### config.mk
export PLATFORM = sky130hd
export DESIGN_NAME = mcas_ctrl
export DESIGN_NICKNAME = d
export VERILOG_FILES = /design/src/hw/rtl/mcas_pkg.sv /design/src/hw/rtl/mcas_ctrl.sv
export VERILOG_INCLUDE_DIRS = /design/src /design/src/hw/rtl
export SDC_FILE = /design/constraint.sdc
export NUM_CORES = 1
export LEC_CHECK = 0
export BUFFER_PORTS_ARGS = -buffer_cell sky130_fd_sc_hd__buf_4
export CAP_MARGIN = 20
export CORE_ASPECT_RATIO = 1.1
export CORE_UTILIZATION = 52
export DETAILED_ROUTE_END_ITERATION = 7
export PLACE_DENSITY = 0.75
export SYNTH_ARGS = -nofsm -noshare
export SYNTH_HDL_FRONTEND = slang
export SYNTH_SLANG_ARGS = --single-unit
### constraint.sdc
create_clock -name clk_i -period 1.65 [get_ports clk_i]
set_input_delay 0.165 -clock clk_i [delete_from_list [all_inputs] [get_ports clk_i]]
set_output_delay 0.165 -clock clk_i [all_outputs]
set_load 0.05 [all_outputs]
### src/hw/rtl/assert_macros.svh
// assertion macros shared by the smoother rtl
// expects clk_i and rst_ni in the scope of each use
`ifndef ASSERT_MACROS_SVH
`define ASSERT_MACROS_SVH

// property must hold at every rising clock edge outside reset
`define MCAS_ASSERT(lbl, prop) \
  lbl: assert property (@(posedge clk_i) disable iff (!rst_ni) (prop)) \
    else $error("assertion failed");

// expression must never be true outside reset
`define MCAS_NEVER(lbl, expr) \
  lbl: assert property (@(posedge clk_i) disable iff (!rst_ni) !(expr)) \
    else $error("forbidden condition seen");

`endif

### src/hw/rtl/mcas_pkg.sv
// shared types and constants of the mouth corner asymmetry smoother
// no dependencies
package mcas_pkg;

  localparam int CoordW        = 16;
  localparam int DefCoordWidth = 16;
  localparam int IntW          = 15;
  localparam int AsymW         = 16;
  localparam int InDataW       = 48;
  localparam int OutDataW      = 32;
  localparam int CfgAddrW      = 3;
  localparam int CfgDataW      = 16;
  localparam int MulW          = 18;
  localparam int ProdW         = 36;
  localparam int DivSteps      = 8;
  localparam int DivCntW       = $clog2(DivSteps);
  localparam int DecayShift    = 19;

  localparam logic [CoordW-1:0] GainReset  = 16'd13107;
  localparam logic [CoordW-1:0] LimitReset = 16'd4915;
  localparam logic [CoordW-1:0] DistMin    = 16'd16;
  localparam logic [IntW-1:0]   RiseSat    = 15'h7fff;
  localparam logic [AsymW-1:0]  AsymSat    = 16'h8000;
  localparam logic [MulW-1:0]   DecayRecip = 18'd104858;
  localparam logic [MulW-1:0]   DecayBias  = 18'd4;
  localparam logic [ProdW-1:0]  RoundHalf  = 36'd32768;

  typedef enum logic [CfgAddrW-1:0] {
    CfgCalibrated = 3'd0,
    CfgBaseLeft   = 3'd1,
    CfgBaseRight  = 3'd2,
    CfgGain       = 3'd3,
    CfgLimit      = 3'd4
  } cfg_idx_e;

  typedef enum logic [1:0] {
    DivLeft  = 2'd0,
    DivRight = 2'd1,
    DivAsym  = 2'd2
  } div_sel_e;

  typedef enum logic {
    LvlInt  = 1'b0,
    LvlAsym = 1'b1
  } lvl_sel_e;

  typedef struct packed {
    logic              calibrated;
    logic [CoordW-1:0] base_left;
    logic [CoordW-1:0] base_right;
    logic [CoordW-1:0] gain;
    logic [CoordW-1:0] limit;
  } cfg_t;

  typedef struct packed {
    logic     load;
    logic     div_init;
    logic     div_step;
    logic     div_store;
    div_sel_e div_sel;
    logic     mix;
    logic     mul;
    logic     wb;
    lvl_sel_e lvl_sel;
    logic     load_out;
  } cmd_t;

endpackage

### src/hw/rtl/mcas_ctrl.sv
// controller: load, 3 divisions + mix if active, two level updates, output
// depends on mcas_pkg and assert_macros.svh
`include "assert_macros.svh"
module mcas_ctrl (
  input  logic           clk_i,
  input  logic           rst_ni,
  input  logic           s_valid_i,
  output logic           s_ready_o,
  output logic           m_valid_o,
  input  logic           m_ready_i,
  input  logic           active_i,
  output mcas_pkg::cmd_t cmd_o
);
  import mcas_pkg::*;

  typedef enum logic [7:0] {
    StIdle  = 8'b0000_0001,
    StInit  = 8'b0000_0010,
    StDiv   = 8'b0000_0100,
    StStore = 8'b0000_1000,
    StMix   = 8'b0001_0000,
    StMul   = 8'b0010_0000,
    StWb    = 8'b0100_0000,
    StDone  = 8'b1000_0000
  } state_e;

  state_e             state_q, state_d;
  div_sel_e           sel_q, sel_d;
  lvl_sel_e           lvl_q, lvl_d;
  logic [DivCntW-1:0] cnt_q, cnt_d;
  logic               out_valid_q, out_valid_d;
  cmd_t               cmd;

  always_comb begin
    state_d      = state_q;
    sel_d        = sel_q;
    lvl_d        = lvl_q;
    cnt_d        = cnt_q;
    cmd          = '0;
    cmd.div_sel  = sel_q;
    cmd.lvl_sel  = lvl_q;
    case (state_q)
      StIdle: begin
        if (s_valid_i) begin
          cmd.load = 1'b1;
          sel_d    = DivLeft;
          lvl_d    = LvlInt;
          state_d  = StInit;
        end
      end
      StInit: begin
        if (active_i) begin
          cmd.div_init = 1'b1;
          cnt_d        = '0;
          state_d      = StDiv;
        end else begin
          state_d = StMul;
        end
      end
      StDiv: begin
        cmd.div_step = 1'b1;
        cnt_d        = cnt_q + 1'b1;
        if (cnt_q == DivCntW'(DivSteps - 1)) begin
          state_d = StStore;
        end
      end
      StStore: begin
        cmd.div_store = 1'b1;
        case (sel_q)
          DivLeft: begin
            sel_d   = DivRight;
            state_d = StInit;
          end
          DivRight: state_d = StMix;
          default:  state_d = StMul;
        endcase
      end
      StMix: begin
        cmd.mix = 1'b1;
        sel_d   = DivAsym;
        state_d = StInit;
      end
      StMul: begin
        cmd.mul = 1'b1;
        state_d = StWb;
      end
      StWb: begin
        cmd.wb = 1'b1;
        if (lvl_q == LvlInt) begin
          lvl_d   = LvlAsym;
          state_d = StMul;
        end else begin
          state_d = StDone;
        end
      end
      StDone: begin
        if (!out_valid_q || m_ready_i) begin
          cmd.load_out = 1'b1;
          state_d      = StIdle;
        end
      end
      default: state_d = StIdle;
    endcase
  end

  always_comb begin
    if (cmd.load_out) begin
      out_valid_d = 1'b1;
    end else if (m_ready_i) begin
      out_valid_d = 1'b0;
    end else begin
      out_valid_d = out_valid_q;
    end
  end

  always_ff @(posedge clk_i or negedge rst_ni) begin
    if (!rst_ni) begin
      state_q     <= StIdle;
      sel_q       <= DivLeft;
      lvl_q       <= LvlInt;
      cnt_q       <= '0;
      out_valid_q <= 1'b0;
    end else begin
      state_q     <= state_d;
      sel_q       <= sel_d;
      lvl_q       <= lvl_d;
      cnt_q       <= cnt_d;
      out_valid_q <= out_valid_d;
    end
  end

  assign s_ready_o = (state_q == StIdle);
  assign m_valid_o = out_valid_q;
  assign cmd_o     = cmd;

  `MCAS_ASSERT(a_state_onehot, $onehot(state_q))
  `MCAS_NEVER(a_no_overwrite, cmd.load_out && out_valid_q && !m_ready_i)
  `MCAS_ASSERT(a_store_after_div,
               (state_q == StStore) |->
               ($past(state_q) == StDiv && $past(cnt_q) == DivCntW'(DivSteps - 1)))

endmodule

---- After elaboration in Yosys (flattened, before gate mapping) ----
Cells that the tools add are included.
W data, S select, Z words.
cells by class
  reductions and logical operators ........ 11
  equal/unequal tests ..................... 15
  mux-type cells .......................... 27
  add/subtract/negate cells ............... 1
operators by type and width
  cell                   number
  $pmux W8 S8            1
  $mux W8                4
  $mux W1                14
  $pmux W6 S2            1
  $ne A2 B2 Y1 const B   5
  $eq A8 B1 Y1 const B   1
  $eq A8 B2 Y1 const B   1
  $eq A8 B3 Y1 const B   1
  $eq A8 B4 Y1 const B   1
  $eq A8 B5 Y1 const B   1
  $eq A8 B6 Y1 const B   1
  $eq A8 B7 Y1 const B   1
  $eq A8 B8 Y1 const B   1
  $mux W6                1
  $pmux W2 S3            1
  $pmux W3 S2            1
  $reduce_and A3 Y1      2
  $reduce_bool A2 Y1     3
  $mux W2                2
  $reduce_and A2 Y1      2
  $add A3 B1 Y3 const B  1
  $eq A3 B3 Y1 const B   1
  $mux W3                1
  $reduce_bool A3 Y1     1
  other kinds (5)        5
storage, ports and cells
  register bits after elaboration ......... 15
  logic and storage cells ................. 59
  output and inout bits ................... 13

---- Logic depth before layout (Yosys ltp) ----
Gate-level depths: netlist (run 1).
  depth after elaboration ................. 5
  depth in mapped cells ................... 6
  depth with buffers taken out ............ 5

---- Worst setup path after synthesis (run 1) ----
OpenSTA, ideal clock, no wires.
  path type ............................... reg2out
  start ................................... register state_q[6]
  end ..................................... output cmd_o[3] (netlist bit)
  slack ................................... -522 ps
  stages on the path, launching flop included .. 4
  path buffers ............................ 0
  data arrival time ....................... 2,007 ps
  cells stage by stage .................... dfrtp_1 > nor4_4 > nand2_1 > nor3b_1
RTL lines
  item                    line              text
  start, declared         mcas_ctrl.sv:27   state_e state_q, state_d;
  start signal, assigned  mcas_ctrl.sv:118  state_q <= StIdle;
  start signal, assigned  mcas_ctrl.sv:124  state_q <= state_d;
  end, declared           mcas_ctrl.sv:12   output mcas_pkg::cmd_t cmd_o

==> results.tsv, run 1 <==
metric	value	unit
met2 wire len	1167	µm
gate count of the mapped netlist	82	
largest net degree at the start of global routing	16	
clk slew on worst S/H paths	90	ps
Placer Congestion	0.8437	
WL/cell	17.80	µm
layout cells sized above 1	50.00	%
delay of the slowest critical-path stage	420	ps
Post-Syn Nets	89	
DRC violations left	0	
Crit path required time	1480	ps
Max Used Layer	met4	
CP startpoint kind	flip-flop	
Antenna diodes	0	
Fin Setup TNS	-1161	ps
register area share after synthesis	44.26	%
first-pass GRT wire length	3263	µm
initial antenna violation count	0	
Layout fillers	76	
RSZ-0062 raised after global routing	yes	
Worst Max-Slew Pin Slew	396.7	ps
CTS sink cnt	15	
met3 wire length	109	µm
Pwr Density	1325	nW/µm²
die area	1802	µm²
cell family with most CP delay	simple AND/OR/NAND/NOR gates	
CP bufs+invs	1	
DR iter-0 viols	22	
dpl cells	115	
vias in the first global route	702	
post-synthesis area per instance	10.38	µm²
number of synthesized register bits	15	
critical-path cell list	nor4_4 > nand3_1 > nor2_1 > buf_4	
Clock Latency Late Sink	280	ps
row cnt	14	
# setup viols final	10	
I/O Buffers	17	
Worst Path Arrival	1640	ps
CTS root buffer	clkbuf_4	
clk buf depth	2	
Initial Util	58.52	%
crit-path max FO	5	
Leakage Power	0.6584	nW
Syn. warnings	0	
ANT nets after route	0	
synthesized cell area	850.8	µm²
peak supply drop	868.0	µV
crit path kind	flip-flop to output pin	
final core occ	84.51	%
Core Region	1454	µm²
slew margin rel.	73.44	%
failing checks	setup timing	
slowest CP cell	dfrtp_1	
vias per cell	6.053	
final net count	124	
post-layout minimum cycle time	1807	ps
Die X	40.57	µm
clk_skew	0.9694	ps
Die Y	44.43	µm
fmax	553.4	MHz
Setup crit end kind	output pin	
Max Cap Viol	0	
fin cells	132	
hold crit path type	input pin to flip-flop	
GRT Resource Usage Total	28.17	%
number of buffers created by CTS	3	
Final period util	109.5	%
CTS tree	done	
DR pass1 iterations	5	
num ports	18	
area grow syn2layout	44.41	%
Final Max Tran Viols	0	
post-synthesis cell type count	34	
final hold vios	0	
htree depth	1	
worst setup margin	-157.1	ps
via count	799	
most common cell after layout, fill and taps aside	buf_4	
WL final	2350	µm
most frequent cells in the layout	buf_4 (26), dfrtp_1 (12), nor2_1 (6), buf_6 (5)	
Tot Pwr	1.628	mW
DP Wirelength	1448	µm
status	complete, but fails checks	
WL met1	1002	µm
gr ovfl total	0	
[worst register-to-register path: stages (launching register included)]
cell	delay (ps)
dfstp_2	640
nor4_4	80
buf_4	140
nand4b_1	120
inv_2	70
buf_4	130
buf_6	100
buf_4	120
buf_4	130
nand2_2	70
o221ai_2	80
[report_power, final]
part	switching, mW	internal (mW)
clock	0.119	0.0939
sequential	0.111	0.448
combinational	0.495	0.362
total	0.724	0.904
[sequential cells by signal, summed over array words and instances (netlist names)]
signal	cells
lvl_q	1
cnt_q	3
sel_q	2
state_q	8
m_valid_o	1
[per-stage QoR]
stage	hold WS (ps)	area [µm²]	setup WS [ps]
after global placement	26.56	1012	27.05
final	107.0	1229	-157.1
after detailed placement	27.10	1012	-47.98
after CTS	132.7	1175	-126.1
after floorplan	-130.6	862.1	37.89
after global routing	97.79	1229	-254.0
[synth_stat cells]
cell,number,area (µm²)
nor3b_1,2,15.01
nand4b_2,1,15.01
nor2_2,1,6.260
dfstp_2,1,26.28
nand2_1,4,15.01
o21a_1,1,7.510
nand2b_1,1,6.260
nand4_1,1,6.260
nor2_1,6,22.52
nand3_1,2,10.01
a2bb2oi_2,1,15.01
a21o_1,1,7.510
o211ai_1,1,7.510
dfrtp_1,14,350.3
a21oi_1,1,5.000
inv_1,5,18.77
nor2b_1,3,18.77
and4b_2,1,11.26
and3b_1,1,8.760
ha_1,2,25.02
buf_4,5,37.54
buf_2,1,5.000
o221ai_1,1,8.760
nor4_4,2,42.54
o21ai_0,4,20.02
xor2_1,2,17.52
o2111ai_1,2,17.52
nand4b_1,4,35.03
a22o_1,2,17.52
nor3_1,3,15.01
inv_2,1,3.750
and2_1,1,6.260
and3_2,1,7.510
o22ai_1,3,18.77
[per-layer routing]
metal,GRT usage (%),up-vias
met5,0,-
met4,12.00,0
met3,4.523,12
met2,42.54,33
met1,39.66,387
li1,-,367
[path summary, 6_finish.rpt]
check | endpoint | depth (start not counted) | slack (ps) | from
worst max-delay path | cmd_o[9] | 4 | -160 | state_q[4]
worst min-delay path | state_q[5] | 2 | 110 | active_i
worst max register to register | state_q[5] | 10 | -140 | state_q[0]
worst min register to register | cnt_q[2] | 1 | 520 | cnt_q[2]
max in group asynchronous | state_q[0] | 2 | 1140 | rst_ni
min in group asynchronous | sel_q[0] | 2 | 260 | rst_ni
[layout make-up]
type	instances	area, µm²	area share [%]
well taps	16	20.02	1.629
inverters	6	22.52	1.833
multi-input cells	55	459.2	37.37
clock buffers	4	26.28	2.138
flip-flops and latches	15	379.1	30.86
repair buffers	36	321.6	26.17
[what timing repair did]
item | CTS | global route
setup endpoints to repair | 11 | 15
setup buffers | 11 | 2
gates cloned | 0 | 0
hold buffers | 1 | 0
gates resized for setup | 13 | 12
hold endpoints to repair | 15 | 0
pin swaps | 4 | 6
[cells by family after synthesis]
logic type | after synthesis | synth area share [%]
flip-flops | 15 | 44.27
AO/OA/AOI/OAI | 17 | 14.71
buffers and inverters | 12 | 7.647
adder cells (fa/ha/maj) | 2 | 2.941
XOR/XNOR | 2 | 2.059
AND/OR/NAND/NOR | 34 | 28.38
Note: power is estimated with default switching activity, not from simulation.
==> run 2, diff against run 1 <==
- CELL_PAD_IN_SITES_DETAIL_PLACEMENT: not set -> 2
- CELL_PAD_IN_SITES_GLOBAL_PLACEMENT: not set -> 2
- CORE_UTILIZATION: 52 -> 32
- PLACE_DENSITY: 0.75 -> 0.73
==> results.tsv, run 2 (same netlist as run 1, synthesis figures left out) <==
metric	value	unit	change
CP startpoint kind	flip-flop		
vias in the first global route	986		+40%
Pwr Density	1471	nW/µm²	+11%
GRT Resource Usage Total	26.14	%	-2.0 points
CP bufs+invs	2		+1
delay of the slowest critical-path stage	450	ps	+30 ps
Final period util	118.9	%	+9.4 points
cell family with most CP delay	simple AND/OR/NAND/NOR gates		
Max Cap Viol	0		unchanged
crit path kind	flip-flop to output pin		
num ports	18		unchanged
Placer Congestion	0.7636		-9.5%
clk slew on worst S/H paths	90	ps	about the same
Clock Latency Late Sink	290	ps	about the same
final net count	133		+7.3%
Crit path required time	1480	ps	about the same
DP Wirelength	1913	µm	+32%
RSZ-0062 raised after global routing	yes		
RR Endpoint	state_q[5]		
most frequent cells in the layout	buf_4 (34), dfrtp_1 (11), buf_8 (6)		
CTS tree	done		
DR iter-0 viols	13		-41%
peak supply drop	1126	µV	+30%
Leakage Power	0.7099	nW	+7.8%
Die Y	56.08	µm	+26%
# setup viols final	15		+5
crit-path max FO	3		-2
failing checks	setup timing		
CTS sink cnt	15		unchanged
worst hold path stage count	2		unchanged
Setup WS pre-CTS	47.06	ps	+95.04 ps
ANT nets after route	0		unchanged
Worst Path Arrival	1800	ps	+160 ps
gr ovfl total	0		unchanged
worst setup margin	-312.6	ps	-155.5 ps
DRC violations left	0		unchanged
dpl cells	135		+17%
Core Region	2520	µm²	+73%
slew margin rel.	73.20	%	-0.23 points
Die X	51.17	µm	+26%
number of buffers created by CTS	3		unchanged
setup slack, reg-to-reg	-90	ps	+50 ps
hold crit path type	input pin to flip-flop		
status	complete, but fails checks		
Worst Max-Slew Pin Slew	401.5	ps	+4.862 ps
fmax	509.5	MHz	-7.9%
Setup crit end kind	output pin		
final hold vios	0		unchanged
CTS root buffer	clkbuf_4		
WL/cell	23.82	µm	+34%
initial antenna violation count	0		unchanged
multi-input logic area	513.0	µm²	+12%
htree depth	1		unchanged
Min-Delay Endpoint	state_q[5]		
via count	858		+7.4%
clk buf depth	2		unchanged
layout cells sized above 1	59.20	%	+9.2 points
slowest CP cell	dfrtp_1		
post-layout minimum cycle time	1963	ps	+155.5 ps
reg2reg path depth	7		-3
Initial Util	33.76	%	-25 points
DR pass1 iterations	4		-1
Register Area	380.4	µm²	+0.33%
top flop regs	state_q (8), cnt_q (3), sel_q (2)		
row cnt	19		+5
critical-path cell list	nor4_4 > buf_4 > nand4b_1 > nor2b_1 > buf_6		
WL final	3716	µm	+58%
Worst Hold Launch	active_i		
Largest register FFs	8		unchanged
Layout fillers	245		+220%
fin cells	156		+18%
largest net degree at the start of global routing	16		unchanged
I/O Buffers	17		unchanged
Final Max Tran Viols	0		unchanged
area grow syn2layout	62.35	%	
vias per cell	5.500		-9.1%
die area	2869	µm²	+59%
Critical R2R Launch	state_q[5]		
Antenna diodes	0		unchanged
register with the most flip-flops	state_q		
clk_skew	6.661	ps	+5.691 ps
final core occ	54.82	%	-30 points
first-pass GRT wire length	5278	µm	+62%
most common cell after layout, fill and taps aside	buf_4		
==> run 2: power breakdown <==
group | leakage [nW] | switching, mW | internal (mW)
clock network | 0.0150 | 0.121 | 0.0941
logic | 0.496 | 0.679 | 0.566
registers | 0.198 | 0.121 | 0.450
total | 0.710 | 0.921 | 1.11
==> run 2: through the flow <==
| step | instance area (µm²) | setup TNS [ps] | hold slack (ps) | power [mW] |
|---|---|---|---|---|
| floorplan | 862.1 | 0 | -130.6 | 1.074 |
| global placement | 1069 | 0 | 28.27 | 1.355 |
| detailed placement | 1069 | 0 | 27.73 | 1.384 |
| CTS | 1272 | -1259 | 137.7 | 1.806 |
| global route | 1381 | -3024 | 122.3 | 2.124 |
| finish | 1381 | -2096 | 123.9 | 2.031 |
==> run 2: area by class of cell <==
class / instances / area share (%)
multi-input cells: 55 / 37.14
clock buffers: 4 / 1.902
repair buffers: 45 / 28.99
inverters: 6 / 1.630
well taps: 31 / 2.808
flip-flops and latches: 15 / 27.54
==> run 2: metal layers <==
metal  global-route usage, %  share of wire, %  up-vias
li1                        -                 -      382
met1                   27.88                41      454
met3                   3.825               1.6        8
met4                   15.08               1.6        0
met2                   47.18                56       14
met5                       0                 0        -
==> run 2: worst reg2reg max path, stage by stage, from the launching register on <==
cell	delay [ps]
dfrtp_1	450
nor4_4	320
buf_4	190
buf_4	130
nand4b_4	110
buf_4	160
buf_4	160
o221ai_2	160
==> run 2: what timing repair did <==
item,4_1_cts,5_1_grt
endpoints found under the setup margin,9,17
hold endpoints to repair,15,0
hold buffers,1,0
pin swaps,9,8
setup buffers,10,9
resized for setup,26,14
==> run 2: worst max path at each step <==
stage / start / cells after the start / to
after floorplan: state_q[6] / 5 / state_q[5]
after global placement: state_q[4] / 5 / cmd_o[10]
after detailed placement: state_q[4] / 5 / cmd_o[10]
after CTS: state_q[2] / 5 / cmd_o[10]
after global routing: state_q[5] / 5 / cmd_o[0]
final: state_q[5] / 5 / cmd_o[0]
==> run 3, diff against run 2 <==
- CORE_UTILIZATION: 32 -> 35
- PLACE_DENSITY: 0.73 -> 0.79
- RECOVER_POWER: not set -> 100
- SETUP_SLACK_MARGIN: not set -> 0.4
- clock period: 1.65 -> 2.4 ns (I/O delays scaled with it)
==> results.tsv, run 3 (same netlist as run 1, synthesis figures left out) <==
metric	value	unit	change
Pwr Density	1002	nW/µm²	-32%
most frequent cells in the layout	clkbuf_1 (11), dfrtp_1 (9), buf_4 (9)		
Placer Congestion	0.8430		+10%
I/O Buffers	17		unchanged
Leakage Power	0.5554	nW	-22%
WL final	2802	µm	-25%
top flop regs	state_q (8), cnt_q (3), sel_q (2)		
num ports	18		unchanged
number of buffers created by CTS	3		unchanged
Final period util	89.64	%	
Worst Max-Slew Pin Slew	813.6	ps	+412.1 ps
post-layout minimum cycle time	2151	ps	
CTS sink cnt	15		unchanged
vias per cell	5.431		-1.3%
Core Region	2275	µm²	-9.7%
RSZ-0062 raised after global routing	yes		
GRT Resource Usage Total	22.11	%	-4.0 points
DP Wirelength	1721	µm	-10%
vias in the first global route	761		-23%
DR iter-0 viols	4		-9
CTS root buffer	clkbuf_4		
fmax	464.8	MHz	
Fin Setup TNS	0	ps	+2096 ps
Register Area	382.9	µm²	+0.66%
Setup crit end kind	output pin		
register with the most flip-flops	state_q		
hold crit path type	input pin to flip-flop		
crit path kind	flip-flop to output pin		
layout cells sized above 1	33.64	%	-26 points
area grow syn2layout	26.18	%	
WL/cell	20.45	µm	-14%
ANT nets after route	0		unchanged
first-pass GRT wire length	4071	µm	-23%
final net count	115		-14%
clk buf depth	2		unchanged
clk slew on worst S/H paths	90	ps	about the same
gr ovfl total	0		unchanged
Clock Latency Late Sink	290	ps	about the same
initial antenna violation count	0		unchanged
final hold vios	0		unchanged
peak supply drop	496.7	µV	-56%
# setup viols final	0		-15
Antenna diodes	0		unchanged
multi-input logic area	430.4	µm²	-16%
Initial Util	37.40	%	+3.6 points
DR pass1 iterations	4		unchanged
slew margin rel.	45.76	%	-27 points
largest net degree at the start of global routing	16		unchanged
Crit path required time	2160	ps	+680 ps
Max Cap Viol	0		unchanged
CP startpoint kind	flip-flop		
row cnt	18		-1
Final Max Tran Viols	0		unchanged
crit-path max FO	3		unchanged
via count	744		-13%
cell area after layout	1074	µm²	-22%
Layout fillers	256		+4.5%
Die Y	53.71	µm	-4.2%
DRC violations left	0		unchanged
htree depth	1		unchanged
Worst Path Arrival	1910	ps	+110 ps
most common cell after layout, fill and taps aside	clkbuf_1		
hold slack	208.6	ps	+84.70 ps
Die X	49.01	µm	-4.2%
DP Area	978.4	µm²	-8.4%
die area	2632	µm²	-8.3%
CTS tree	done		
Largest register FFs	8		unchanged
status	finished, final reports clean		
clk_skew	6.301	ps	-0.3595 ps
## run 3: final cells by class
type / instances / share of cell area (%)
Clock buffer: 4 / 2.448
Multi-Input combinational cell: 55 / 40.09
Tap cell: 30 / 3.497
Sequential cell: 15 / 35.66
Inverter: 6 / 2.098
Timing Repair Buffer: 27 / 16.20
## run 3: worst max-delay path, stage by stage, from the launching register on
cell and delay (ps):
dfrtp_2 440, nor4_4 360, clkbuf_1 260, nand3_2 140, nor2_2 130, clkbuf_2 280
## run 3: path summary, 6_finish.rpt
check                      startpoint         end  slack (ps)  cells past startpoint
max in group asynchronous      rst_ni  state_q[4]        1280                      2
max reg2reg                state_q[7]  state_q[3]         550                      6
max                        state_q[5]    cmd_o[9]         250                      5
min in group asynchronous      rst_ni    cnt_q[2]         560                      2
min                          active_i  state_q[5]         210                      2
min reg2reg                  cnt_q[1]    cnt_q[1]         520                      1
## run 3: metal layers
metal	part of all wire, %	vias up	track usage (%)
met1	43	384	27.45
met5	0	-	0
met4	1.7	0	11.76
met2	53	11	37.73
met3	2.0	5	3.390
li1	-	344	-
## run 3: stage by stage
| step | setup slack, ps | utilization (%) | std cells | power, mW |
|---|---|---|---|---|
| 3_5_place_dp | 602.7 | 43.01 | 123 | 0.8711 |
| 6_report | 248.7 | 47.19 | 137 | 1.075 |
| 4_1_cts | 400.6 | 46.70 | 133 | 1.062 |
| 3_3_place_gp | 648.3 | 43.01 | 123 | 0.8447 |
| 5_1_grt | 171.0 | 47.19 | 137 | 1.141 |
| 2_1_floorplan | 631.8 | - | 82 | 0.7315 |
## run 3: where the power goes
part,switching (mW),internal (mW)
registers,0.0936,0.309
logic,0.337,0.186
clock network,0.0846,0.0647
## run 3: repair_timing
action                     in CTS  in global routing
setup endpoints to repair       6                  6
hold endpoints to repair       14                  0
hold buffers                    1                  0
setup buffers                   5                  4
pin swaps                       3                  6
resized for setup               4                 12
